### config.mk
export PLATFORM = sky130hd
export DESIGN_NAME = ppm_frame_decoder_core_flat
export DESIGN_NICKNAME = d
export VERILOG_FILES = /design/src/rtl/core/ppmfd_pkg.sv /design/src/rtl/core/ppmfd_ifs.sv /design/src/rtl/core/ppmfd_cfg_regs.sv /design/src/rtl/core/ppm_frame_decoder_core.sv /design/src/flat_wrapper.sv
export SDC_FILE = /design/constraint.sdc
export NUM_CORES = 1
export LEC_CHECK = 0
export BUFFER_PORTS_ARGS = -buffer_cell sky130_fd_sc_hd__buf_2
export CAP_MARGIN = 20
export CORE_MARGIN = 1
export CORE_UTILIZATION = 55
export CTS_CLUSTER_DIAMETER = 120
export DETAILED_ROUTE_END_ITERATION = 8
export PLACE_DENSITY = 0.82
export SYNTH_ARGS = -nofsm -noshare
export SYNTH_HDL_FRONTEND = slang
export SYNTH_SLANG_ARGS = --single-unit
### constraint.sdc
create_clock -name clk -period 13.5 [get_ports clk]
set_input_delay 3.375 -clock clk [delete_from_list [all_inputs] [get_ports clk]]
set_output_delay 3.375 -clock clk [all_outputs]
set_load 0.03 [all_outputs]
### src/rtl/core/ppmfd_pkg.sv
// shared types and constants for the ppm frame decoder
package ppmfd_pkg;

  localparam int CFG_ADDR_W = 3;
  localparam int CFG_DATA_W = 32;
  localparam int WIDTH_W    = 15;
  localparam int CHIDX_W    = 3;
  localparam int FCOUNT_W   = 4;
  localparam int FNUM_W     = 32;
  localparam int TIME_W     = 32;

  localparam logic [0:0] REG_INVERT        = 1'b0;
  localparam logic [0:0] REG_GAP_THRESHOLD = 1'b1;

  localparam logic [WIDTH_W-1:0] GAP_THRESHOLD_RESET = 15'd2500;

  typedef enum logic [2:0] {
    KIND_IGNORED   = 3'd0,
    KIND_STORED    = 3'd1,
    KIND_PUBLISHED = 3'd2,
    KIND_READ_OK   = 3'd3,
    KIND_READ_BAD  = 3'd4
  } kind_t;

  typedef struct packed {
    logic               invert;
    logic [WIDTH_W-1:0] gap_threshold;
  } cfg_t;

  typedef struct packed {
    kind_t               kind;
    logic [CHIDX_W-1:0]  channel_index;
    logic [WIDTH_W-1:0]  value;
    logic [FCOUNT_W-1:0] frame_count;
    logic [FNUM_W-1:0]   frame_number;
    logic                use_rdata;
  } res_t;

endpackage

### src/rtl/core/ppmfd_ifs.sv
// valid/ready channel interfaces for edge/read items and results
interface ppmfd_in_if;
  logic                           valid;
  logic                           ready;
  logic                           func;
  logic                           pin_level;
  logic [ppmfd_pkg::TIME_W-1:0]   time_us;
  logic [ppmfd_pkg::CHIDX_W-1:0]  read_index;

  modport source (output valid, func, pin_level, time_us, read_index, input ready);
  modport sink   (input valid, func, pin_level, time_us, read_index, output ready);
endinterface

interface ppmfd_out_if;
  logic                            valid;
  logic                            ready;
  logic [2:0]                      kind;
  logic [ppmfd_pkg::CHIDX_W-1:0]   channel_index;
  logic [ppmfd_pkg::WIDTH_W-1:0]   value;
  logic [ppmfd_pkg::FCOUNT_W-1:0]  frame_count;
  logic [ppmfd_pkg::FNUM_W-1:0]    frame_number;

  modport source (output valid, kind, channel_index, value, frame_count, frame_number,
                  input ready);
  modport sink   (input valid, kind, channel_index, value, frame_count, frame_number,
                  output ready);
endinterface

### src/rtl/core/ppmfd_cfg_regs.sv
// apb configuration registers: invert and gap threshold
module ppmfd_cfg_regs (
  input  logic                             clk,
  input  logic                             rst_n,
  input  logic                             psel,
  input  logic                             penable,
  input  logic                             pwrite,
  input  logic [ppmfd_pkg::CFG_ADDR_W-1:0] paddr,
  input  logic [ppmfd_pkg::CFG_DATA_W-1:0] pwdata,
  output logic [ppmfd_pkg::CFG_DATA_W-1:0] prdata,
  output logic                             pready,
  output ppmfd_pkg::cfg_t                  cfg
);

  ppmfd_pkg::cfg_t cfg_r;
  logic            wr_en;
  logic [0:0]      reg_sel;

  assign pready  = 1'b1;
  assign reg_sel = paddr[2:2];
  assign wr_en   = psel && penable && pwrite && pready;
  assign cfg     = cfg_r;

  always_ff @(posedge clk) begin
    if (!rst_n) begin
      cfg_r.invert        <= 1'b0;
      cfg_r.gap_threshold <= ppmfd_pkg::GAP_THRESHOLD_RESET;
    end else if (wr_en) begin
      unique case (reg_sel)
        ppmfd_pkg::REG_INVERT:        cfg_r.invert        <= pwdata[0];
        ppmfd_pkg::REG_GAP_THRESHOLD: cfg_r.gap_threshold <= pwdata[ppmfd_pkg::WIDTH_W-1:0];
        default: ;
      endcase
    end
  end

  always_comb begin
    unique case (reg_sel)
      ppmfd_pkg::REG_INVERT:
        prdata = ppmfd_pkg::CFG_DATA_W'(cfg_r.invert);
      ppmfd_pkg::REG_GAP_THRESHOLD:
        prdata = ppmfd_pkg::CFG_DATA_W'(cfg_r.gap_threshold);
      default:
        prdata = '0;
    endcase
  end

endmodule

### src/rtl/core/ppm_frame_decoder_core.sv
// ppm frame decoder top level: edge timing, page swap and width store
// pipeline: an accepted item is registered in s1, then in the output register; either holds on back-pressure
// throughput: one item per cycle while results are taken; a store write or a read uses the single width ram port pair
// reset: rst_n synchronous, clears pages, indexes, counters, last edge time, valid flags and config registers
// the width ram itself is not cleared; only entries of the published frame are read
module ppm_frame_decoder_core #(
  parameter int CHANNELS = 8
) (
  input  logic                             clk,
  input  logic                             rst_n,
  ppmfd_in_if.sink                         in_ch,
  ppmfd_out_if.source                      out_ch,
  input  logic                             psel,
  input  logic                             penable,
  input  logic                             pwrite,
  input  logic [ppmfd_pkg::CFG_ADDR_W-1:0] paddr,
  input  logic [ppmfd_pkg::CFG_DATA_W-1:0] pwdata,
  output logic [ppmfd_pkg::CFG_DATA_W-1:0] prdata,
  output logic                             pready
);

  localparam int IDX_W  = $clog2(CHANNELS + 1);
  localparam int DEPTH  = 2 * CHANNELS;
  localparam int ADDR_W = (DEPTH > 1) ? $clog2(DEPTH) : 1;
  localparam int CMP_W  = (IDX_W > ppmfd_pkg::CHIDX_W) ? IDX_W : ppmfd_pkg::CHIDX_W;

  ppmfd_pkg::cfg_t cfg;

  ppmfd_cfg_regs u_cfg (
    .clk     (clk),
    .rst_n   (rst_n),
    .psel    (psel),
    .penable (penable),
    .pwrite  (pwrite),
    .paddr   (paddr),
    .pwdata  (pwdata),
    .prdata  (prdata),
    .pready  (pready),
    .cfg     (cfg)
  );

  logic [ppmfd_pkg::WIDTH_W-1:0] width_mem [DEPTH];

  logic                              wr_page_r;
  logic                              pub_page_r;
  logic [IDX_W-1:0]                  wr_idx_r;
  logic [IDX_W-1:0]                  pub_cnt_r;
  logic [ppmfd_pkg::TIME_W-1:0]      last_time_r;
  logic [ppmfd_pkg::FNUM_W-1:0]      frames_r;
  logic                              s1_valid_r;
  ppmfd_pkg::res_t                   s1_r;
  logic [ppmfd_pkg::WIDTH_W-1:0]     rdata_r;
  logic                              out_valid_r;
  ppmfd_pkg::res_t                   out_r;
  ppmfd_pkg::res_t                   out_nxt;

  logic                              accept;
  logic                              s1_move;
  logic                              active;
  logic                              full;
  logic                              publish;
  logic                              store;
  logic                              read_ok;
  logic                              mem_we;
  logic                              mem_re;
  logic [ppmfd_pkg::TIME_W-1:0]      gap;
  logic [ADDR_W-1:0]                 wr_addr;
  logic [ADDR_W-1:0]                 rd_addr;
  ppmfd_pkg::res_t                   res;

  assign s1_move     = s1_valid_r && (!out_valid_r || out_ch.ready);
  assign in_ch.ready = !s1_valid_r || s1_move;
  assign accept      = in_ch.valid && in_ch.ready;

  assign gap     = in_ch.time_us - last_time_r;
  assign full    = (wr_idx_r == IDX_W'(CHANNELS));
  assign active  = !in_ch.func && (in_ch.pin_level != cfg.invert);
  assign publish = active && ((gap > ppmfd_pkg::TIME_W'(cfg.gap_threshold)) || full);
  assign store   = active && !publish;
  assign read_ok = in_ch.func
                && (CMP_W'(in_ch.read_index) < CMP_W'(pub_cnt_r))
                && (CMP_W'(in_ch.read_index) < CMP_W'(CHANNELS));

  assign mem_we  = accept && store;
  assign mem_re  = accept && read_ok;
  assign wr_addr = wr_page_r ? ADDR_W'(CHANNELS) + ADDR_W'(wr_idx_r) : ADDR_W'(wr_idx_r);
  assign rd_addr = pub_page_r ? ADDR_W'(CHANNELS) + ADDR_W'(in_ch.read_index)
                              : ADDR_W'(in_ch.read_index);

  always_comb begin
    res.kind          = ppmfd_pkg::KIND_IGNORED;
    res.channel_index = ppmfd_pkg::CHIDX_W'(wr_idx_r);
    res.value         = '0;
    res.frame_count   = ppmfd_pkg::FCOUNT_W'(pub_cnt_r);
    res.frame_number  = frames_r;
    res.use_rdata     = 1'b0;
    priority if (in_ch.func) begin
      if (read_ok) begin
        res.kind = ppmfd_pkg::KIND_READ_OK;
      end else begin
        res.kind = ppmfd_pkg::KIND_READ_BAD;
      end
      res.channel_index = in_ch.read_index;
      res.use_rdata     = read_ok;
    end else if (!active) begin
      res.kind = ppmfd_pkg::KIND_IGNORED;
    end else if (publish) begin
      res.kind          = ppmfd_pkg::KIND_PUBLISHED;
      res.channel_index = '0;
      res.frame_count   = ppmfd_pkg::FCOUNT_W'(wr_idx_r);
      res.frame_number  = frames_r + 1'b1;
    end else begin
      res.kind  = ppmfd_pkg::KIND_STORED;
      res.value = gap[ppmfd_pkg::WIDTH_W-1:0];
    end
  end

  // width ram: one write port, one registered read port
  always_ff @(posedge clk) begin
    if (mem_we) begin
      width_mem[wr_addr] <= gap[ppmfd_pkg::WIDTH_W-1:0];
    end
    if (mem_re) begin
      rdata_r <= width_mem[rd_addr];
    end
  end

  always_ff @(posedge clk) begin
    if (!rst_n) begin
      wr_page_r   <= 1'b0;
      pub_page_r  <= 1'b0;
      wr_idx_r    <= '0;
      pub_cnt_r   <= '0;
      last_time_r <= '0;
      frames_r    <= '0;
    end else if (accept && active) begin
      last_time_r <= in_ch.time_us;
      if (publish) begin
        pub_page_r <= wr_page_r;
        pub_cnt_r  <= wr_idx_r;
        frames_r   <= frames_r + 1'b1;
        wr_idx_r   <= '0;
        wr_page_r  <= !wr_page_r;
      end else begin
        wr_idx_r <= wr_idx_r + 1'b1;
      end
    end
  end

  always_ff @(posedge clk) begin
    if (!rst_n) begin
      s1_valid_r  <= 1'b0;
      out_valid_r <= 1'b0;
    end else begin
      if (accept) begin
        s1_valid_r <= 1'b1;
      end else if (s1_move) begin
        s1_valid_r <= 1'b0;
      end
      if (s1_move) begin
        out_valid_r <= 1'b1;
      end else if (out_ch.ready) begin
        out_valid_r <= 1'b0;
      end
    end
  end

  always_comb begin
    out_nxt       = s1_r;
    out_nxt.value = s1_r.use_rdata ? rdata_r : s1_r.value;
  end

  always_ff @(posedge clk) begin
    if (accept) begin
      s1_r <= res;
    end
    if (s1_move) begin
      out_r <= out_nxt;
    end
  end

  assign out_ch.valid         = out_valid_r;
  assign out_ch.kind          = out_r.kind;
  assign out_ch.channel_index = out_r.channel_index;
  assign out_ch.value         = out_r.value;
  assign out_ch.frame_count   = out_r.frame_count;
  assign out_ch.frame_number  = out_r.frame_number;

  a_idx_bound: assert property (@(posedge clk) disable iff (!rst_n)
    wr_idx_r <= IDX_W'(CHANNELS))
    else $error("write index past page end");

  a_page_split: assert property (@(posedge clk) disable iff (!rst_n)
    mem_we && (pub_cnt_r != '0) |-> (wr_page_r != pub_page_r))
    else $error("store write into published page");

  a_frame_inc: assert property (@(posedge clk) disable iff (!rst_n)
    accept && publish |=> frames_r == $past(frames_r) + 1'b1)
    else $error("frame number not advanced on publish");

  a_hold_s1: assert property (@(posedge clk) disable iff (!rst_n)
    s1_valid_r && !s1_move |=> s1_valid_r && $stable(s1_r) && $stable(rdata_r))
    else $error("stalled result lost");

endmodule

### src/flat_wrapper.sv
// flat-port wrapper written by rule: the top's interface ports become plain ports
module ppm_frame_decoder_core_flat 
#(
  parameter int CHANNELS = 8
)
  (clk, rst_n, psel, penable, pwrite, paddr, pwdata, prdata, pready, in_ch_valid, in_ch_func, in_ch_pin_level, in_ch_time_us, in_ch_read_index, in_ch_ready, out_ch_valid, out_ch_kind, out_ch_channel_index, out_ch_value, out_ch_frame_count, out_ch_frame_number, out_ch_ready);
  ppmfd_in_if in_ch_i ();
  ppmfd_out_if out_ch_i ();
  input  logic clk;
  input  logic rst_n;
  input  logic psel;
  input  logic penable;
  input  logic pwrite;
  input  logic [ppmfd_pkg::CFG_ADDR_W-1:0] paddr;
  input  logic [ppmfd_pkg::CFG_DATA_W-1:0] pwdata;
  output logic [ppmfd_pkg::CFG_DATA_W-1:0] prdata;
  output logic pready;
  input wire logic [$bits(in_ch_i.valid)-1:0] in_ch_valid;
  input wire logic [$bits(in_ch_i.func)-1:0] in_ch_func;
  input wire logic [$bits(in_ch_i.pin_level)-1:0] in_ch_pin_level;
  input wire logic [$bits(in_ch_i.time_us)-1:0] in_ch_time_us;
  input wire logic [$bits(in_ch_i.read_index)-1:0] in_ch_read_index;
  output wire logic [$bits(in_ch_i.ready)-1:0] in_ch_ready;
  output wire logic [$bits(out_ch_i.valid)-1:0] out_ch_valid;
  output wire logic [$bits(out_ch_i.kind)-1:0] out_ch_kind;
  output wire logic [$bits(out_ch_i.channel_index)-1:0] out_ch_channel_index;
  output wire logic [$bits(out_ch_i.value)-1:0] out_ch_value;
  output wire logic [$bits(out_ch_i.frame_count)-1:0] out_ch_frame_count;
  output wire logic [$bits(out_ch_i.frame_number)-1:0] out_ch_frame_number;
  input wire logic [$bits(out_ch_i.ready)-1:0] out_ch_ready;
  assign in_ch_i.valid = in_ch_valid;
  assign in_ch_i.func = in_ch_func;
  assign in_ch_i.pin_level = in_ch_pin_level;
  assign in_ch_i.time_us = in_ch_time_us;
  assign in_ch_i.read_index = in_ch_read_index;
  assign in_ch_ready = in_ch_i.ready;
  assign out_ch_valid = out_ch_i.valid;
  assign out_ch_kind = out_ch_i.kind;
  assign out_ch_channel_index = out_ch_i.channel_index;
  assign out_ch_value = out_ch_i.value;
  assign out_ch_frame_count = out_ch_i.frame_count;
  assign out_ch_frame_number = out_ch_i.frame_number;
  assign out_ch_i.ready = out_ch_ready;
  ppm_frame_decoder_core #(.CHANNELS(CHANNELS)) u_core (.clk(clk), .rst_n(rst_n), .in_ch(in_ch_i), .out_ch(out_ch_i), .psel(psel), .penable(penable), .pwrite(pwrite), .paddr(paddr), .pwdata(pwdata), .prdata(prdata), .pready(pready));
endmodule
==> flow_summary.json <==
{
  "finClkSkew_ns": 0.01559,
  "mappedNetlistArea_um2": 20660,
  "cts_max_path_buffers": 3,
  "cts_resized": 0,
  "period_share_pct": 67.75,
  "cts-htree-levels": 2,
  "antenna_left": 0,
  "ys_types": 72,
  "vias": 13030,
  "hold_violations": 0,
  "fill_cells": 2649,
  "syn_inst": 1534,
  "clockRootBuffer": "clkbuf_16",
  "cts_tree": "built",
  "outcome": "complete, no violations",
  "synthArstFlopShare_pct": 0,
  "io_pins": 171,
  "post-cts-setup-buffer-count": 0,
  "wl_per_cell_um": 21.16,
  "drt_wl_total_mm": 45.64,
  "synthFlopType": "edfxtp_1",
  "muxShareOfSynthArea_pct": 10.00,
  "postCtsHoldBufs": 0,
  "synth-simple-area-share_pct": 10.58,
  "dr.pass1.iters": 7,
  "instances_no_fill": 2157,
  "drtIter0Drc": 1271,
  "leakage_nw": 8.238,
  "die_area_um2": 38350,
  "final_common_cell": "edfxtp_1",
  "peakVddDrop_uv": 99.20,
  "grt_max_degree": 94,
  "dr_wl_met3_mm": 3.706,
  "layout.nets": 1784,
  "grt_first_pass_wirelength_mm": 71.32,
  "cts-buffers-inserted": 45,
  "synth_warnings": 0,
  "antenna_found_initial": 1,
  "drv_slew": 0,
  "area.sequential_um2": 12950,
  "arrival_ns": 9.34,
  "grtUsageTotal_pct": 24.23,
  "die_w_um": 195.8,
  "synth-seq-cells": 462,
  "relSlewSlack_pct": 27.20,
  "clk_latency_ns": 0.57,
  "ys_seq_area_share_pct": 62.68,
  "synth_compound_area_share_pct": 7.659,
  "min_period_ns": 9.146,
  "max_freq_mhz": 109.3,
  "avgSynthCellArea_um2": 13.47,
  "tightest_slew_ns": 1.087,
  "synthAdderAreaFrac_pct": 3.306,
  "io_buffers": 133,
  "fp-row-count": 70,
  "core-area_um2": 36790,
  "multi_input_area_um2": 7076,
  "met2_length_mm": 21.94,
  "setup_ws_ns": 4.354,
  "cp.required_ns": 13.69,
  "place_ws_ns": 3.503,
  "fp.dieH_um": 195.8,
  "p_per_area_nw_per_um2": 135.3,
  "drive_gt1_share_pct": 20.63,
  "synth_top_family_by_area": "simple AND/OR/NAND/NOR gates",
  "fin_tns_setup_ns": 0,
  "final_util_pct": 63.09,
  "drv_cap": 0,
  "crit_path_start_kind": "primary input",
  "synthXorXnorAreaFrac_pct": 2.204,
  "final_cell_mix": "370 x edfxtp_1, 171 x nand2_1, 132 x buf_2",
  "crit_type": "in -> reg",
  "first_global_vias": 12780,
  "highest-signal-layer": "met4",
  "min_path_type": "reg -> reg",
  "dp_cells": 2067,
  "dp.final_hpwl_mm": 30.05,
  "gp_congestion": 0.8866,
  "finalPower_mw": 3.140,
  "via_per_inst": 6.041,
  "worstPathMaxFanout": 18,
  "start_util_pct": 56.18,
  "hold_ws_ns": 0.4109,
  "drc_errors": 0,
  "final_area_um2": 23210,
  "grt-ovfl-total": 0,
  "dpl-instance-area_um2": 21660,
  "rsz0062_at_grt": "false",
  "setup_viol": 0,
  "endpoint_kind": "flop",
  "cts.sink_count": 462,
  "cts.reportedPaths.clkPinSlew_ns": 0.06,
  "area_delta_synth_final_pct": 12.31,
  "synth-edff-count": 370,
  "wl_met1_mm": 18.92
}
## cells by family (layout without fill, tap and decap cells)
| logic type | Yosys count | count (layout) |
|---|---|---|
| compound gates | 248 | 248 |
| xor+xnor | 52 | 52 |
| fa+ha+maj | 54 | 54 |
| buf+inv | 165 | 302 |
| flops | 462 | 462 |
| mux | 110 | 110 |
| other cells | 2 | 20 |
| simple gates | 441 | 441 |
## worst paths after layout
check	start	slack, ns	to	depth (start not counted)
min reg2reg	u_core.out_nxt[16]	0.41	u_core.out_ch.frame_number[15]	0
min	u_core.out_nxt[16]	0.41	u_core.out_ch.frame_number[15]	0
max	in_ch_time_us[8]	4.35	u_core.width_mem[3][3]	19
max reg2reg	u_core.last_time_r[6]	6.91	u_core.width_mem[3][3]	19
## power by group
part / switching [mW] / internal, mW
registers: 0.00825 / 1.59
clock network: 0.526 / 0.724
logic: 0.198 / 0.0968
total: 0.732 / 2.41
## metal layers
layer | vias up | global-route usage, %
li1 | 5999 | -
met1 | 6379 | 32.67
met2 | 574 | 39.42
met3 | 78 | 5.776
met4 | 0 | 6.944
met5 | - | 0
## sequential cells by signal (all words and copies together), names as in the netlist
name	count
u_core.out_ch.valid	1
u_core.wr_idx_r	4
u_core.out_ch.kind	3
u_core.out_ch.channel_index	3
u_core.rdata_r	15
u_core.out_ch.frame_count	4
u_core.pub_cnt_r	4
u_core.out_ch.value	15
u_core.pub_page_r	1
u_core.s1_valid_r	1
u_core.frames_r	32
u_core.out_nxt	43
u_core.width_mem	240
u_core.s1_r	15
u_core.out_ch.frame_number	32
u_core.last_time_r	32
u_core.u_cfg.cfg	16
u_core.wr_page_r	1
## worst max-delay path, cell delays in order
cell       delay, ns
buf_2           0.11
ha_1            0.43
nand4_1         0.19
a211oi_2        0.24
nor3b_1         0.12
o21ai_0         0.29
xor2_2          0.75
ha_1            0.39
nand4_1         0.10
or3_1           0.14
a21oi_1         0.05
a2111oi_0       0.38
a211oi_1        0.20
a2111oi_0       0.41
nand4_1         0.22
nor4_4          0.35
buf_4           0.31
and2_1          0.43
and3_1          0.84
## cell type report
| type | count | share of cell area (%) |
|---|---|---|
| flip-flops and latches | 462 | 55.81 |
| inverters | 60 | 0.9704 |
| multi-input cells | 923 | 30.49 |
| well taps | 468 | 2.523 |
| diodes | 2 | 0.02156 |
| clock buffers | 61 | 5.332 |
| clock inverters | 22 | 1.051 |
| repair buffers | 159 | 3.806 |
## synthesized netlist by cell type (all sizes together), types with 6 or more instances
cell	count	area (µm²)
nor2	56	212.7
or2	9	56.31
a21oi	106	538.0
mux2i	13	130.1
inv	59	221.5
o31ai	24	180.2
a211oi	8	70.06
xnor2	12	105.1
dfxtp	92	1842
nor3	33	170.2
o211ai	16	120.1
and3	44	275.3
or4	17	127.6
clkbuf	62	232.7
nor2b	8	50.05
o21ai	39	195.2
xor2	40	350.3
nand3	22	110.1
mux2	22	247.7
nand2b	23	143.9
nor4	16	115.1
a211o	6	52.55
nand4	20	125.1
edfxtp	370	11110
nand2	172	645.6
mux4	75	1689
ha	53	663.1
a21o	7	52.55
buf	43	271.5
No activity file was read; power rests on OpenSTA's default activity.
